<file path="config.mk">
export PLATFORM = sky130hd
export DESIGN_NAME = bir_blend
export DESIGN_NICKNAME = d
export VERILOG_FILES = /design/src/hw/rtl/bir_pkg.sv /design/src/hw/rtl/bir_blend.sv
export SDC_FILE = /design/constraint.sdc
export NUM_CORES = 2
export LEC_CHECK = 0
export ABC_CLOCK_PERIOD_IN_PS = 11110
export BUFFER_PORTS_ARGS = -buffer_cell sky130_fd_sc_hd__buf_2
export CORE_MARGIN = 2
export CORE_UTILIZATION = 58
export DETAILED_ROUTE_END_ITERATION = 12
export GPL_ROUTABILITY_DRIVEN = 0
export PLACE_DENSITY_LB_ADDON = 0.08
export SLEW_MARGIN = 20
export SYNTH_ARGS = -nofsm -noshare
export SYNTH_HDL_FRONTEND = slang
export SYNTH_SLANG_ARGS = --single-unit
</file>
<file path="constraint.sdc">
create_clock -name vclk -period 11.11
set_input_delay 1.6665 -clock vclk [all_inputs]
set_output_delay 1.6665 -clock vclk [all_outputs]
set_load 0.03 [all_outputs]
</file>
<file path="src/hw/rtl/bir_pkg.sv">
// Shared types and constants for the bilinear image resizer.
// Used by the frame store, the axis mapper, the blend unit and the top level; depends on nothing.
package bir_pkg;

    localparam int DIM_W   = 9;
    localparam int STEP_W  = 24;
    localparam int COORD_W = 16;
    localparam int CHAN_W  = 8;
    localparam int CFG_IDX_W = 2;

    localparam logic [CFG_IDX_W-1:0] CFG_SOURCE_WIDTH  = 2'd0;
    localparam logic [CFG_IDX_W-1:0] CFG_SOURCE_HEIGHT = 2'd1;
    localparam logic [CFG_IDX_W-1:0] CFG_STEP_X        = 2'd2;
    localparam logic [CFG_IDX_W-1:0] CFG_STEP_Y        = 2'd3;

    localparam logic OP_WRITE = 1'b0;
    localparam logic OP_QUERY = 1'b1;

    localparam logic [DIM_W-1:0]  DIM_RESET  = 9'd256;
    localparam logic [STEP_W-1:0] STEP_RESET = 24'd65536;

    typedef struct packed {
        logic [CHAN_W-1:0] red;
        logic [CHAN_W-1:0] green;
        logic [CHAN_W-1:0] blue;
    } pixel_t;

endpackage

</file>
<file path="src/hw/rtl/bir_blend.sv">
// Three-channel linear blend of two pixels with a fixed-point fraction.
// Each product is rounded to nearest and the sum saturates at 255. Uses bir_pkg.
module bir_blend #(
    parameter int FRAC_BITS = 16
) (
    input  bir_pkg::pixel_t      a,
    input  bir_pkg::pixel_t      b,
    input  logic [FRAC_BITS-1:0] t,
    output bir_pkg::pixel_t      s
);

    localparam int PW = FRAC_BITS + 9;
    localparam logic [FRAC_BITS:0] ONE  = {1'b1, {FRAC_BITS{1'b0}}};
    localparam logic [PW-1:0]      HALF = {{(PW-FRAC_BITS){1'b0}}, 1'b1,
                                           {(FRAC_BITS-1){1'b0}}};

    logic [2:0][7:0] av;
    logic [2:0][7:0] bv;
    logic [2:0][7:0] sv;

    function automatic logic [7:0] mix(input logic [7:0] p, input logic [7:0] q,
                                       input logic [FRAC_BITS-1:0] frac);
        logic [FRAC_BITS:0] wq;
        logic [FRAC_BITS:0] wp;
        logic [PW-1:0]      pa;
        logic [PW-1:0]      pb;
        logic [9:0]         sum;
        wq  = {1'b0, frac};
        wp  = ONE - wq;
        pa  = PW'(p) * PW'(wp) + HALF;
        pb  = PW'(q) * PW'(wq) + HALF;
        sum = {1'b0, pa[PW-1:FRAC_BITS]} + {1'b0, pb[PW-1:FRAC_BITS]};
        return (sum > 10'd255) ? 8'hFF : sum[7:0];
    endfunction

    assign av = a;
    assign bv = b;

    always_comb
    begin
        for (int ch = 0; ch < 3; ch++)
        begin
            sv[ch] = mix(av[ch], bv[ch], t);
        end
    end

    assign s = sv;

endmodule

</file>
Word-level counts from Yosys, hierarchy flattened
Index checks and enable logic that the tools add are counted.
{"block": "totals", "regBits": 0, "in_bits": 64, "output_inout_bits": 24, "elab_cells": 22}
{"block": "op_classes", "n_addsub": 10, "n_mul": 6, "order_cmp": 3, "mux": 3}
{"cell": "24-bit by 16-bit adder with 25-bit output (second input constant)", "count": 3}
{"cell": "25-bit by 16-bit adder with 25-bit output (second input constant)", "count": 3}
{"cell": "8-bit by 17-bit multiplier with 25-bit output", "count": 3}
{"cell": "8-bit by 16-bit multiplier with 24-bit output", "count": 3}
{"cell": "9-bit by 9-bit adder with 10-bit output", "count": 3}
{"cell": "10-bit by 8-bit greater-than comparator with 1-bit output (second input constant)", "count": 3}
{"cell": "8-bit 2-to-1 mux", "count": 3}
{"cell": "17-bit by 16-bit subtractor with 17-bit output (first input constant)", "count": 1}

Logic depth before layout (Yosys ltp)
{"block": "depth", "word_depth": 6, "ltp_mapped": 34}

Least setup slack after synthesis
OpenSTA, ideal clock, no wires.
{"block": "synth_timing", "kind": "input-to-output", "start": "in t[3]", "end": "out s[10] (netlist bit)", "arrival_ps": 8816, "t_required_ps": 9444, "path_slack_ps": 628, "stages": 32, "n_path_buf": 2, "cell_sequence": "clkbuf_1 or4_4 nor3_4 nand2_1 nor2_1 xnor2_1 clkbuf_1 and2_1 fa_1 fa_1 fa_1 inv_1 fa_1 inv_1 ha_1 and4_1 a31oi_1 o21a_1 a31oi_1 a211oi_1 xnor2_1 ha_1 inv_1 fa_1 nor2b_1 o21ai_0 a21boi_0 o21ai_0 a21oi_1 nand4_1 a211oi_2 o21ai_0"}
{"element": "start, declared", "line_no": "bir_blend.sv:8", "text": "input logic [FRAC_BITS-1:0] t,"}
{"element": "end, declared", "line_no": "bir_blend.sv:9", "text": "output bir_pkg::pixel_t s"}

==> impl_metrics.csv <==
group,metric,value,unit
layout,final_area,26700,um^2
layout,multi_input_area,22500,um^2
setup_path,crit_family,"adder cells",
drt,drt_first_pass_iters,5,
job,drv_cap,0,
yosys,synth_warnings,0,
min_path,hp-class,"input port to primary output",
yosys,yosysMostFrequentCell,"inv_1",
floorplanning,io_pins,88,
power_and_ir_drop,total_power,7.05,mW
drt,postRouteAntennaNets,0,
power_and_ir_drop,power.density,264,nW/um^2
placement,dpl.hpwl,47.6,mm
timing,final.setup.tns,0,ns
setup_path,worstSetupPathType,"input port to primary output",
yosys,synth_nets,3879,
timing,finalHoldViolCount,0,
setup_path,slowest_stage,"or4_4",
power_and_ir_drop,pwr-share-seq,0,%
floorplanning,die_x,213,um
layout,seq_cell_count,0,
floorplanning,design.core.area,43000,um^2
setup_path,max_stage_delay,0.61,ns
grt,grt_pass1_vias,20700,
power_and_ir_drop,power_leakage,14.1,nW
layout,clock_buffer_count,0,
yosys,synth_top_cell_by_area,"fa_1",
power_and_ir_drop,internal-power,2.76,mW
layout,area.growth.synth_to_final,5.68,%
timing,holdWs,4.67,ns
grt,grt.busiest_layer,"met2",
drt,totalWireLength,59.7,mm
drt,wire_per_inst,16.9,um
power_and_ir_drop,combPwrFrac,100.0,%
power_and_ir_drop,swShare,60.9,%
yosys,postSynthCellCount,2932,
floorplanning,num_rows,76,
power_and_ir_drop,vdd_drop_max,0.000656,V
grt,track_usage,27.8,%
yosys,synthTopCellsByCount,"665 x inv_1, 536 x and2_1, 519 x fa_1",
layout,drive_gt1_share,6.78,%
setup_path,start_kind,"input port",
placement,place_area,26300,um^2
timing,rsz0062_at_grt,"yes",
drt,vias_per_cell,5.43,
grt,grt_pass1_wl,101,mm
timing,slew_headroom,41.6,%
status,status,"completed",
layout,regArea,0,um^2
grt,met3_usage,1.31,%
floorplanning,die_h,213,um
yosys,synth_area_per_cell,8.61,um^2
timing,tightest_slew,0.870,ns
drt,vias,19200,
grt,gr-total-overflow,0,
yosys,synth_top_area_share,41.2,%
placement,numPortBuffers,88,
grt,met2_usage,52.2,%
timing,layout_min_cycle_time,10.90,ns
setup_path,crit_required,9.44,ns
yosys,ys_seq_area_share,0,%
floorplanning,initial_core_util,58.7,%
grt,met1_usage,35.8,%
drt,drt_iter0_markers,852,
timing,fmax,91.8,MHz
setup_path,cp_data_arrival_time,9.23,ns
grt,antenna_found_initial,1,
setup_path,cp-end-kind,"primary output",
timing,slew_violations,0,
timing,finalSetupViolations,0,
power_and_ir_drop,clock_power_share,0,%
yosys,synthTopCellsByArea,"fa_1 41%, ha_1 18%, and2_1 13%, inv_1 9.9%, nand2_1 4.0%",
grt,grt_max_degree,29,
drt,drcViolationCount,0,
clock_tree,ctsHoldBuffers,0,
setup_path,path_max_fanout,7,
setup_path,crit_buf_inv,8,
layout,n_fill_cell,3831,
yosys,netlist_area,25200,um^2
layout,fin_nets,3897,
yosys,synth_cell_types,63,
power_and_ir_drop,p_switching,4.29,mW
floorplanning,die-area,45200,um^2
timing,fin_crit_sh,98.1,%
-- final timing paths --
path	startpoint	end	slack [ns]	depth (start not counted)
hold / removal	a[23]	s[22]	4.67	10
setup / recovery	t[5]	s[15]	0.21	33
-- power groups by stage --
stage               clock network (mW)  logic (mW)  registers (mW)
floorplan                            0        4.96               0
global placement                     0        6.64               0
detailed placement                   0        6.78               0
CTS                                  0        6.84               0
global route              0.0000000120        7.85               0
finish                    0.0000000121        7.05               0
-- kinds of logic after synthesis --
logic type | count (synthesis) | share of synthesized area, %
AND/OR/NAND/NOR | 974 | 21.1
adder cells (fa/ha/maj) | 883 | 59.2
buffers and inverters | 793 | 11.8
AO/OA/AOI/OAI | 211 | 5.42
XOR/XNOR | 71 | 2.46
-- metrics by stage --
step	util (%)	setup WS, ns	std cells
6_report	62.1	0.213	3534
5_1_grt	62.1	-0.118	3534
4_1_cts	61.3	0.0625	3524
3_5_place_dp	61.3	0.0950	3524
3_3_place_gp	61.3	0.234	3524
2_1_floorplan	-	0.628	2932
-- layout make-up --
cell class	instances	area share, %
Multi-Input combinational cell	2139	84.5
Inverter	665	9.36
Timing Repair Buffer	144	3.40
Tap cell	585	2.74
Antenna cell	1	0.00938
-- repair_timing --
item | CTS | global route
setup buffers | 0 | 8
resized for setup | 0 | 58
endpoints found under the setup margin | 0 | 24
-- cells in the final DEF (no fill, tap or decap), types with 7 or more instances in the layout --
cell type / instances
ha_1: 361
nand2b_1: 18
and3_1: 17
nor2_1: 45
nand2_1: 268
or2_2: 8
nand4_1: 8
xnor2_1: 40
fa_1: 518
buf_4: 50
a31oi_1: 8
and2_1: 535
xor2_1: 22
o21bai_1: 7
inv_1: 665
a21oi_1: 59
nor2b_1: 16
o21a_1: 8
buf_2: 87
a211oi_1: 13
o21ai_0: 31
nand3_1: 13
nor3_1: 17
a21o_1: 24
-- routing by layer --
layer / vias up / wire length, um
li1: 8830 / -
met1: 9875 / 25000
met2: 403 / 31000
met3: 80 / 2390
met4: 0 / 1240
met5: - / 0
(Power assumes the default switching activity.)
