## config.mk

```make
export PLATFORM = sky130hd
export DESIGN_NAME = bir_axis_map
export DESIGN_NICKNAME = d
export VERILOG_FILES = /design/src/hw/rtl/bir_pkg.sv /design/src/hw/rtl/bir_axis_map.sv
export SDC_FILE = /design/constraint.sdc
export NUM_CORES = 1
export LEC_CHECK = 0
export ABC_CLOCK_PERIOD_IN_PS = 14800
export BUFFER_PORTS_ARGS = -buffer_cell sky130_fd_sc_hd__buf_4
export CORE_ASPECT_RATIO = 1.75
export CORE_MARGIN = 2
export CORE_UTILIZATION = 70
export DETAILED_ROUTE_END_ITERATION = 10
export PLACE_DENSITY = 0.9
export RECOVER_POWER = 100
export REMOVE_ABC_BUFFERS = 1
export SLEW_MARGIN = 10
export SYNTH_ARGS = -nofsm -noshare
export SYNTH_HDL_FRONTEND = slang
export SYNTH_SLANG_ARGS = --single-unit
```

## constraint.sdc

```tcl
create_clock -name clk -period 14.8 [get_ports clk]
set_clock_uncertainty 0.05 [all_clocks]
set_input_delay 2.22 -clock clk [delete_from_list [all_inputs] [get_ports clk]]
set_output_delay 2.22 -clock clk [all_outputs]
set_load 0.01 [all_outputs]
```

## src/hw/rtl/bir_pkg.sv

```systemverilog
// Shared types and constants for the bilinear image resizer.
// Used by the frame store, the axis mapper, the blend unit and the top level; depends on nothing.
package bir_pkg;

    localparam int DIM_W   = 9;
    localparam int STEP_W  = 24;
    localparam int COORD_W = 16;
    localparam int CHAN_W  = 8;
    localparam int CFG_IDX_W = 2;

    localparam logic [CFG_IDX_W-1:0] CFG_SOURCE_WIDTH  = 2'd0;
    localparam logic [CFG_IDX_W-1:0] CFG_SOURCE_HEIGHT = 2'd1;
    localparam logic [CFG_IDX_W-1:0] CFG_STEP_X        = 2'd2;
    localparam logic [CFG_IDX_W-1:0] CFG_STEP_Y        = 2'd3;

    localparam logic OP_WRITE = 1'b0;
    localparam logic OP_QUERY = 1'b1;

    localparam logic [DIM_W-1:0]  DIM_RESET  = 9'd256;
    localparam logic [STEP_W-1:0] STEP_RESET = 24'd65536;

    typedef struct packed {
        logic [CHAN_W-1:0] red;
        logic [CHAN_W-1:0] green;
        logic [CHAN_W-1:0] blue;
    } pixel_t;

endpackage

```

## src/hw/rtl/bir_axis_map.sv

```systemverilog
// Maps one destination coordinate to base, next neighbour and fraction.
// Two register stages: the product dst * step, then the clamped results. Uses bir_pkg.
module bir_axis_map #(
    parameter int MAX_SIZE  = 256,
    parameter int FRAC_BITS = 16
) (
    input  logic                              clk,
    input  logic                              load,
    input  logic [bir_pkg::COORD_W-1:0]       dst,
    input  logic [bir_pkg::STEP_W-1:0]        step,
    input  logic [bir_pkg::DIM_W-1:0]         size_cfg,
    output logic [$clog2(MAX_SIZE)-1:0]       base,
    output logic [$clog2(MAX_SIZE)-1:0]       next,
    output logic [FRAC_BITS-1:0]              frac,
    output logic                              flag
);

    localparam int PW = bir_pkg::COORD_W + bir_pkg::STEP_W;
    localparam int BW = PW - FRAC_BITS;
    localparam int CW = $clog2(MAX_SIZE);
    localparam int DW = bir_pkg::DIM_W;

    logic [PW-1:0]        pos_reg;
    logic [DW-1:0]        size_eff;
    logic [BW-1:0]        base_full;
    logic                 over;
    logic [DW-1:0]        b;
    logic [DW-1:0]        n;
    logic [FRAC_BITS-1:0] f;
    logic [CW-1:0]        base_reg;
    logic [CW-1:0]        next_reg;
    logic [FRAC_BITS-1:0] frac_reg;
    logic                 flag_reg;

    always_ff @(posedge clk)
    begin
        if (load)
        begin
            pos_reg <= PW'(dst) * PW'(step);
        end
    end

    always_comb
    begin
        if (size_cfg == '0)
        begin
            size_eff = DW'(1);
        end
        else if (32'(size_cfg) > MAX_SIZE)
        begin
            size_eff = DW'(MAX_SIZE);
        end
        else
        begin
            size_eff = size_cfg;
        end
    end

    // A base beyond the frame is pinned to the last column or row with zero fraction.
    always_comb
    begin
        base_full = pos_reg[PW-1:FRAC_BITS];
        over      = base_full >= BW'(size_eff);
        if (over)
        begin
            b = size_eff - DW'(1);
            f = '0;
        end
        else
        begin
            b = base_full[DW-1:0];
            f = pos_reg[FRAC_BITS-1:0];
        end
        if (({1'b0, b} + (DW+1)'(1)) < {1'b0, size_eff})
        begin
            n = b + DW'(1);
        end
        else
        begin
            n = size_eff - DW'(1);
        end
    end

    always_ff @(posedge clk)
    begin
        base_reg <= CW'(b);
        next_reg <= CW'(n);
        frac_reg <= f;
        flag_reg <= over;
    end

    assign base = base_reg;
    assign next = next_reg;
    assign frac = frac_reg;
    assign flag = flag_reg;

endmodule

```

* After elaboration in Yosys (flattened, before gate mapping) *
Cells that the tools add are included.

word-level totals
  input bits = 51
  logic and storage cells = 17
  bits in registers = 73
  output and inout bits = 33

operators by class
  $mul = 1
  magnitude comparators = 3
  $add $sub $neg = 3
  multiplexer cells = 4
  reduce and logical (&&, ||, !) cells = 1

operator list
  kind                                               count
  multiplier 16 x 24 -> 40 bit                       1
  2-to-1 mux 9 bit                                   3
  >= comparator 24 x 9 -> 1 bit                      1
  adder 9 x 1 -> 10 bit (second input constant)      1
  < comparator 10 x 9 -> 1 bit                       1
  > comparator 9 bit (second input constant)         1
  zero test 9 bit                                    1
  subtractor 9 x 1 -> 9 bit (second input constant)  1
  adder 8 x 1 -> 8 bit (second input constant)       1
  2-to-1 mux 8 bit                                   1

* Depth between registers and ports, before layout *
Gate-level depths: netlist of run 1.

  depth in word-level cells = 8
  depth in mapped cells = 27
  mapped depth without buffers = 26

* Least setup slack after synthesis of run 1 *
Ideal clock, no wire load.

  path type = input-to-reg
  start point = in step[9] in the netlist's numbering
  end point = reg pos_reg[38] (data pin)
  arrival time = 7.636 ns
  setup time = 0.258 ns
  slack = 6.857 ns
  cell stages on the path = 21
  required time = 14.492 ns
  path buffers = 1
  cells stage by stage = clkbuf_1 -> nand2_1 -> fa_1 -> fa_1 -> fa_1 -> fa_1 -> inv_1 -> fa_1 -> inv_1 -> fa_1 -> inv_1 -> ha_1 -> and4_1 -> a21oi_1 -> o211ai_1 -> a31oi_1 -> o31ai_1 -> a311oi_1 -> o31ai_1 -> a21oi_1 -> xnor2_1

between the ends
  longest elaborated chain between the ends = 1

RTL lines
  element                       line                source
  start: declaration            bir_axis_map.sv:10  input logic [bir_pkg::STEP_W-1:0] step,
  multiplier 16 x 24 -> 40 bit  bir_axis_map.sv:39  pos_reg <= PW'(dst) * PW'(step);
  end signal: assignment        bir_axis_map.sv:39
  end: declaration              bir_axis_map.sv:23  logic [PW-1:0] pos_reg;

No other way between the ends.
A chain may end at the register's enable or synchronous reset.

* Final worst setup path of run 1 *
  start point = in dst[1] in the netlist's numbering
  end point = reg pos_reg[38] (data pin)

between the ends
  longest elaborated chain between the ends = 1

RTL lines
  element                       line                source
  start: declaration            bir_axis_map.sv:9   input logic [bir_pkg::COORD_W-1:0] dst,
  multiplier 16 x 24 -> 40 bit  bir_axis_map.sv:39

No other way between the ends.

==> impl_metrics.ini, run 1 <==
[sta]
rsz0062_at_grt = false
tightest_slew_ps = 2068
tns_ps = 0
period_share = 0.6193
min_period_ps = 9165
setup_viol = 0
maxSlewViolCount = 41
timing_hold_violations_final = 0
fmax_ghz = 0.1091
slew_headroom = -0.3785

[synthesis]
synth-compound-area-share = 0.05784
async_reset_ff_frac = 0
ys_ff_latch = 73
avgSynthCellArea_sq_um = 9.214
netlist_instances = 1655
synth_xor_area_frac = 0.02470
synthSimpleGateAreaFrac = 0.1698
synth_edf_count = 40
synth.cell_area_sq_um = 15250
synthAdderAreaFrac = 0.5092
ys_warn_count = 0
synth_top_family_by_area = adder cells
synth.area.mux_share = 0.01124
ys_types = 57
seq_area_frac_synth = 0.1221
synth_ff_type = edfxtp_1

[clock_network]
post_cts_buffers = 0
clockBufferDepth = 2
cts_tree = built
insertion_delay_ps = 340
htreeDepth = 3
cts_resized = 0
cts-buffers-inserted = 9
clk_pin_slew_ps = 60
cts.sinks = 73
root_buffer = clkbuf_16
hold_buffers = 0

[floorplanning]
die_w_um = 115.6
core_area_sq_um = 21410
initial_core_util = 0.7123
rows = 71
io_pins = 84
dieArea_sq_um = 23030
die_h_um = 199.3

[place]
dp_hpwl_um = 29760
portBuffers = 83
gp_congestion = 0.9764

[global_route]
grt.total_usage = 0.3470
grt_pass1_vias = 13080
globalRouteMet1Util = 0.3411
grt_util_met3 = 0.04671
grt_pass1_wl_um = 61200
busiest_layer = met2
met2_usage = 0.6526
antenna_found_initial = 0
overflow = 0
grt_max_degree = 41

[setup_path]
r2r_setup_slack_ps = 8680
ff2ff_path_depth = 22
reg2reg_from = pos_reg[16]
start_kind = primary input
crit_fanout = 24
max_stage_delay_ps = 1020
crit_path_top_delay_cell = clkbuf_1
cp_cell_sequence = clkbuf_1, nand2_1, fa_1, fa_1, fa_1, fa_1, inv_1, fa_1, inv_1, fa_1, inv_1, ha_1, and4_1, a21oi_1, o211ai_1, a31oi_1, o31ai_1, a311oi_1, o31ai_1, a21oi_1, xnor2_1
worstPathRequired_ps = 14840
critPathKind = primary input to flop
cp-end-kind = flop
cpMostUsedCell = fa_1
cp_data_arrival_time_ps = 9210
reg2reg_to = next[5]

[min_path]
hold_path_depth = 1
hold_start = pos_reg[6]
hold_class = flop to flop
min_to = frac[6]

[finish]
num-nets-final = 2175
syn_to_final_growth_pct = 5.678
diodes = 0
largest_register_ffs = 40
drive_above_1_share = 0.04314
fillers = 1517

[detailed_routing]
dr.pass1.iters = 7
wl_per_cell_um = 19.02
drc = 0
num_vias = 11660
final_antenna_net_count = 0
drt-total-wl_um = 37740
drt_iter0_markers = 713
viasPerCell = 5.878

[run_status]
violations = capacitance limit, slew limit
status = complete, but fails checks

[flow_run]
max_cap_violations = 1
[cells by family (layout without fill, tap and decap cells)]
kind of cell	after synthesis	after routing
AND/OR/NAND/NOR	529	529
buffers and inverters	426	463
adder cells (fa/ha/maj)	437	437
flip-flops	73	73
AO/OA/AOI/OAI	133	133
XOR/XNOR	43	43
multiplexers	14	14
[metrics by stage]
step                std cells  hold WS, ps    util  setup WS, ps  cell area, sq um
floorplan                1593        370.3       -          7080             15010
CTS                      1984        395.9  0.7613          6536             16300
global placement         1968        371.9  0.7474          6340             16000
global route             1984        408.2  0.7527          5251             16120
finish                   1984        392.4  0.7527          5635             16120
detailed placement       1968        382.8  0.7474          6195             16000
[layer usage]
metal | vias to the layer above | routed length (um)
met1 | 5844 | 11480
met4 | 0 | 3137
li1 | 5046 | -
met5 | - | 0
met3 | 235 | 2006
met2 | 537 | 21120
[worst max-delay path by stage]
| stage | startpoint | to | slack [ps] | cells after the start |
|---|---|---|---|---|
| after global routing | size_cfg[2] | next[5] | 5250 | 25 |
| after floorplan | step[7] | pos_reg[38] | 7080 | 21 |
| final | dst[1] | pos_reg[38] | 5630 | 21 |
| after global placement | dst[2] | pos_reg[38] | 6340 | 21 |
| after CTS | dst[2] | pos_reg[38] | 6540 | 21 |
| after detailed placement | dst[2] | pos_reg[38] | 6200 | 21 |
[layout by cell type, fill, tap and decap left out, types with 3 or more instances in the layout]
cell / instances
inv_1: 364
fa_1: 306
nand2_1: 258
and2_1: 163
ha_1: 131
buf_4: 46
a21oi_1: 40
edfxtp_1: 40
clkbuf_1: 37
dfxtp_1: 33
xnor2_1: 30
nor2_1: 29
o21ai_0: 22
a21o_1: 22
and2_0: 17
nor3_1: 15
nand3_1: 13
xor2_1: 13
clkbuf_16: 10
o21a_1: 7
mux2i_1: 7
nand2b_1: 6
a31oi_1: 6
and3_1: 6
nand4_1: 5
nor4_1: 5
mux2_4: 5
a211oi_1: 4
or2_2: 4
o211ai_1: 4
o21bai_1: 4
a221oi_1: 3
[cell usage after synthesis, types with 6 or more instances]
library cell  instances  share of area
inv_1               364          0.090
fa_1                306           0.40
nand2_1             258          0.064
and2_1              180          0.074
ha_1                131           0.11
clkbuf_1             60          0.015
a21oi_1              40          0.013
edfxtp_1             40          0.079
dfxtp_1              33          0.043
xnor2_1              30          0.017
nor2_1               28         0.0069
a21o_1               22          0.011
o21ai_0              21         0.0069
nor3_1               14         0.0046
nand3_1              13         0.0043
xor2_1               13         0.0075
mux2i_1               7         0.0046
o21a_1                7         0.0034
a31oi_1               6         0.0025
and3_1                6         0.0025
mux2_4                6         0.0059
nand2b_1              6         0.0025
[critical path: cells and delay by family]
kind	cells	cell delay [ps]
adders and majority gates	7	3510
xor gates and xnor gates	1	120
AOI/OAI and AO/OA	7	1660
buffers and inverters	4	1200
and+or+nand+nor	2	460
[cell type report]
cell class                      count  area (sq um)  area share
Multi-Input combinational cell   1156         11740      0.7284
Sequential cell                    73          1862      0.1155
Inverter                          364          1366     0.08478
Timing Repair Buffer               83         484.2     0.03005
Tap cell                          292         365.4     0.02267
Clock buffer                       10         250.2     0.01553
Clock inverter                      6         48.80    0.003028
Power of run 1 is left out: the tool's default activity adds up to more than one toggle a clock period on the data nets, which glitch-free logic cannot reach.
==> run 2, diff against run 1 <==
ABC_CLOCK_PERIOD_IN_PS = 8300   (was 14800)
CORE_UTILIZATION = 58   (was 70)
PLACE_DENSITY = 0.79   (was 0.9)
clock period = 8.3 ns   (was 14.8 ns; I/O delays follow)
==> impl_metrics.ini, run 2 (synthesis gave the netlist of run 1 again) <==
[clock_network]
htreeDepth = 3
cts_tree = built
hold_buffers = 0
cts_resized = 0
clockBufferDepth = 2
root_buffer = clkbuf_16
cts-buffers-inserted = 9
clk_pin_slew_ps = 60
insertion_delay_ps = 330
cts.sinks = 73
post_cts_buffers = 0

[detailed_routing]
wl_per_cell_um = 17.83
drt_iter0_markers = 452
viasPerCell = 5.647
dr.pass1.iters = 5
drt-total-wl_um = 35920
num_vias = 11370
drc = 0
final_antenna_net_count = 0

[setup_path]
cp_top_family = adder cells
critPathKind = primary input to flop
cp_data_arrival_time_ps = 7320
cp.depth = 21
ff2ff_path_depth = 22
cpMostUsedCell = fa_1
worstPathRequired_ps = 8340
crit_path_top_delay_cell = o31ai_1
start_kind = primary input
cp-end-kind = flop
cp_cell_sequence = buf_4, nand2_1, fa_1, fa_1, fa_1, fa_1, inv_1, fa_1, inv_1, fa_1, inv_1, ha_1, and4_1, a21oi_1, o211ai_1, a31oi_1, o31ai_1, a311oi_1, o31ai_1, a21oi_1, xnor2_1
max_stage_delay_ps = 650
path_buf_inv = 4
crit_fanout = 24

[sta]
timing_hold_violations_final = 0
rsz0062_at_grt = false
slew_headroom = -0.3582
tightest_slew_ps = 2037
fmax_ghz = 0.1373
maxSlewViolCount = 41
setup_viol = 0
min_period_ps = 7286
layout_setup_ws_ps = 1014
period_share = 0.8778
tns_ps = 0

[run_status]
status = complete, but fails checks
violations = capacitance limit, slew limit

[global_route]
grt_max_degree = 41
overflow = 0
grt.total_usage = 0.2738
antenna_found_initial = 0
grt_pass1_vias = 12520
grt_pass1_wl_um = 59570

[finish]
largest_register_ffs = 40
syn_to_final_growth_pct = 6.096
fin_util = 0.6256
final_cell_mix = inv_1, fa_1, nand2_1, and2_1, ha_1
fin_cells = 2014
final_common_cell = inv_1
drive_above_1_share = 0.04191
diodes = 0
num-nets-final = 2177

[flow_run]
max_cap_violations = 1

[min_path]
hold_class = flop to flop
hold_path_depth = 1

[place]
gp_congestion = 0.9059
place_ws_ps = 760.1
portBuffers = 83
dp_hpwl_um = 29290
dp.cells = 1998

[floorplanning]
die_h_um = 218.5
core_area_sq_um = 25860
rows = 78
initial_core_util = 0.5896
io_pins = 84
die_w_um = 126.6
dieArea_sq_um = 27660
## run 2: cell count changes in the layout (fill, tap and decap cells not counted), moves of 2 or more
| cell | change |
|---|---|
| and2_1 | +2 |
| clkbuf_1 | +2 |
| mux2_4 | -4 |
| and2_0 | -2 |
| mux2_1 | +4 |
## run 2: routing by layer
metal	up-vias	share of wire	GRT usage
met2	390	0.58	0.5319
met5	-	0	0
met4	0	0.067	0.1568
met1	5770	0.32	0.2771
met3	147	0.039	0.02938
li1	5067	-	-
## run 2: layout make-up
type	instances	area [sq um]
Clock buffer	11	254.0
Clock inverter	5	58.81
Fill cell	2202	9683
Inverter	364	1366
Multi-Input combinational cell	1156	11740
Sequential cell	73	1862
Tap cell	320	400.4
Timing Repair Buffer	85	495.5
## run 2: metrics by stage
| step | hold slack [ps] | cell area, sq um |
|---|---|---|
| after CTS | 389.0 | 16360 |
| final | 388.7 | 16180 |
| after floorplan | 370.3 | 15010 |
| after detailed placement | 377.0 | 16050 |
| after global routing | 398.7 | 16180 |
| after global placement | 373.2 | 16050 |
## run 2: worst paths after layout
path	start	end	slack (ps)
worst min register to register	pos_reg[1]	frac[1]	390
worst max-delay path	dst[2]	pos_reg[38]	1010
worst max register to register	pos_reg[16]	next[5]	3080
worst min-delay path	pos_reg[1]	frac[1]	390
## run 2: worst reg2reg max path, cell delays in order (launching register included)
cell,delay (ps)
edfxtp_1,440
inv_1,80
ha_1,280
nand2b_1,100
a21o_1,110
a21o_1,100
a21oi_1,70
o21ai_0,420
nand2_1,130
inv_1,390
nor2_1,90
a21oi_1,250
ha_1,260
o21ai_0,140
xor2_1,320
ha_1,310
a21oi_1,160
nor2b_1,60
o21ai_0,140
nand2_1,100
a211o_1,350
a32oi_4,350
mux2_1,400
Power of run 2 is left out for the same reason.
==> run 3, diff against run 2 <==
ABC_AREA = 1   (was not set)
CORE_UTILIZATION = 59   (was 58)
PLACE_DENSITY = 0.89   (was 0.79)
==> impl_metrics.ini, run 3 <==
[run_status]
status = complete, but fails checks
violations = capacitance limit, slew limit

[synthesis]
synthTopCellsByArea = fa_1, inv_1, nand2_1, ha_1, edfxtp_1
async_reset_ff_frac = 0
seq_area_frac_synth = 0.1176
netlist_instances = 1990
synth.cell_area_sq_um = 15830
synth_commonest_cells = inv_1, nand2_1, fa_1, ha_1, clkbuf_1
synth_top_family_by_area = adder cells
avgSynthCellArea_sq_um = 7.954
ys_types = 43
synthSimpleGateAreaFrac = 0.1679
synth.area.mux_share = 0
synthAdderAreaFrac = 0.4906
synth_top_cell_area_share = 0.3870
ys_warn_count = 0
yosysTopAreaCell = fa_1
ys_ff_latch = 73
synth_xor_area_frac = 0.02482
synth_ff_type = edfxtp_1
yosysMostFrequentCell = inv_1
synth-compound-area-share = 0.04055
synth_edf_count = 40

[detailed_routing]
num_vias = 12860
drt-total-wl_um = 39850
drc = 0
viasPerCell = 5.522
dr.pass1.iters = 6
final_antenna_net_count = 0
drt_iter0_markers = 1050
wl_per_cell_um = 17.11

[finish]
syn_to_final_growth_pct = 4.948
largest_register_ffs = 40
final_common_cell = inv_1
drive_above_1_share = 0.04040
fin_cells = 2329
fillers = 2186
final_cell_mix = inv_1, nand2_1, fa_1, ha_1, nor2_1
num-nets-final = 2488
diodes = 0

[global_route]
busiest_layer = met2
grt_util_met3 = 0.03457
antenna_found_initial = 0
grt_pass1_vias = 13850
grt_max_degree = 41
met2_usage = 0.5316
globalRouteMet1Util = 0.3090
grt_pass1_wl_um = 64800
grt.total_usage = 0.2958
overflow = 0

[min_path]
hold_path_depth = 2
min_to = frac[10]
hold_start = pos_reg[10]
hold_class = flop to flop

[floorplanning]
io_pins = 84
die_w_um = 127.8
dieArea_sq_um = 28210
core_area_sq_um = 26490
initial_core_util = 0.5975
die_h_um = 220.7
rows = 79

[setup_path]
critPathKind = primary input to flop
path_buf_inv = 4
r2r_setup_slack_ps = 3190
max_stage_delay_ps = 550
cp_top_family = adder cells
cp-end-kind = flop
cp_data_arrival_time_ps = 6950
cpMostUsedCell = nand2_1
reg2reg_to = next[2]
crit_path_top_delay_cell = fa_1
ff2ff_path_depth = 25
crit_fanout = 24
worstPathRequired_ps = 8320
start_kind = primary input
reg2reg_from = pos_reg[19]
crit_start = dst[1]
cp_cell_sequence = buf_4, nand2_1, fa_1, fa_1, fa_1, inv_1, fa_1, fa_1, inv_1, fa_1, inv_1, ha_1, a21oi_1, o21ai_0, a21oi_1, nand2_1, nand2_1, nand2_1, nand2_1, nand2_1, nand2_1, nand2_1, a21oi_1, xnor2_1

[sta]
rsz0062_at_grt = false
fmax_ghz = 0.1442
maxSlewViolCount = 41
slew_headroom = -0.4611
tightest_slew_ps = 2192
min_period_ps = 6933
timing_hold_violations_final = 0
layout_setup_ws_ps = 1367
setup_viol = 0
period_share = 0.8353
tns_ps = 0

[place]
dp.cells = 2313
portBuffers = 83
gp_congestion = 0.9778
place_ws_ps = 1052
dp_hpwl_um = 32200

[clock_network]
clockBufferDepth = 2
post_cts_buffers = 0
insertion_delay_ps = 340
clk_pin_slew_ps = 60
root_buffer = clkbuf_16
hold_buffers = 0
cts_resized = 0
htreeDepth = 3
cts.sinks = 73
cts-buffers-inserted = 9
cts_tree = built

[flow_run]
max_cap_violations = 1
run 3: cell types whose count changed in the layout (fill, tap and decap cells not counted), sizes merged, moves of 14 or more:
cell	change
and2	-177
nor2	+51
xor2	+15
nand3	+17
xnor2	-14
nand2	+272
inv	+215
a21o	-15
run 3: area by class of cell:
class	count	area, sq um	share of cell area
Multi-Input combinational cell	1255	11400	0.6863
Inverter	578	2172	0.1308
Sequential cell	73	1862	0.1121
Timing Repair Buffer	83	491.7	0.02960
Tap cell	324	405.4	0.02440
Clock buffer	11	242.7	0.01461
Clock inverter	5	37.54	0.002260
run 3: per-stage QoR:
step                cell area (sq um)    util  hold WS [ps]
finish                          16610  0.6271         412.4
global route                    16610  0.6271         431.8
CTS                             16800  0.6342         413.3
detailed placement              16520  0.6236         398.2
global placement                16520  0.6236         397.4
floorplan                       15490       -         389.3
run 3: worst register-to-register path, cell delays in order, from the launching register on:
cell      delay, ps
edfxtp_1        400
ha_1            330
nand2_1          90
inv_1            50
nand2_1          50
nand2_1          50
nand2_1          50
nand2_1          40
nand2_1          70
nand3_1         780
o21ai_0         840
nand2_2         130
nor2_1          270
xor2_1          180
inv_1            80
ha_1            290
a21oi_1         160
nor3_1           70
a211oi_1        180
nand2_1          80
nand2_1          60
nand2_1          40
nand2_1         200
nand2_1         240
nand2_1         140
nand2_1          60
run 3: logic make-up after synthesis:
logic type | count (synthesis)
AND/OR/NAND/NOR | 665
buffers and inverters | 662
adder cells (fa/ha/maj) | 437
AO/OA/AOI/OAI | 109
flip-flops | 73
XOR/XNOR | 44
run 3: metal layers:
| layer | up-vias | wire length, um | share of wire |
|---|---|---|---|
| met5 | - | 0 | 0 |
| met1 | 6166 | 12240 | 0.31 |
| li1 | 5713 | - | - |
| met3 | 270 | 2753 | 0.069 |
| met2 | 711 | 21190 | 0.53 |
| met4 | 0 | 3656 | 0.092 |
run 3: how the worst max path moves through the flow:
stage / to / slack (ps) / cells past startpoint
floorplan: pos_reg[32] / 2030 / 23
global placement: pos_reg[30] / 1080 / 24
detailed placement: pos_reg[30] / 1050 / 24
CTS: pos_reg[30] / 1400 / 24
global route: pos_reg[30] / 1080 / 24
finish: pos_reg[30] / 1370 / 24
Power of run 3 is left out for the same reason.
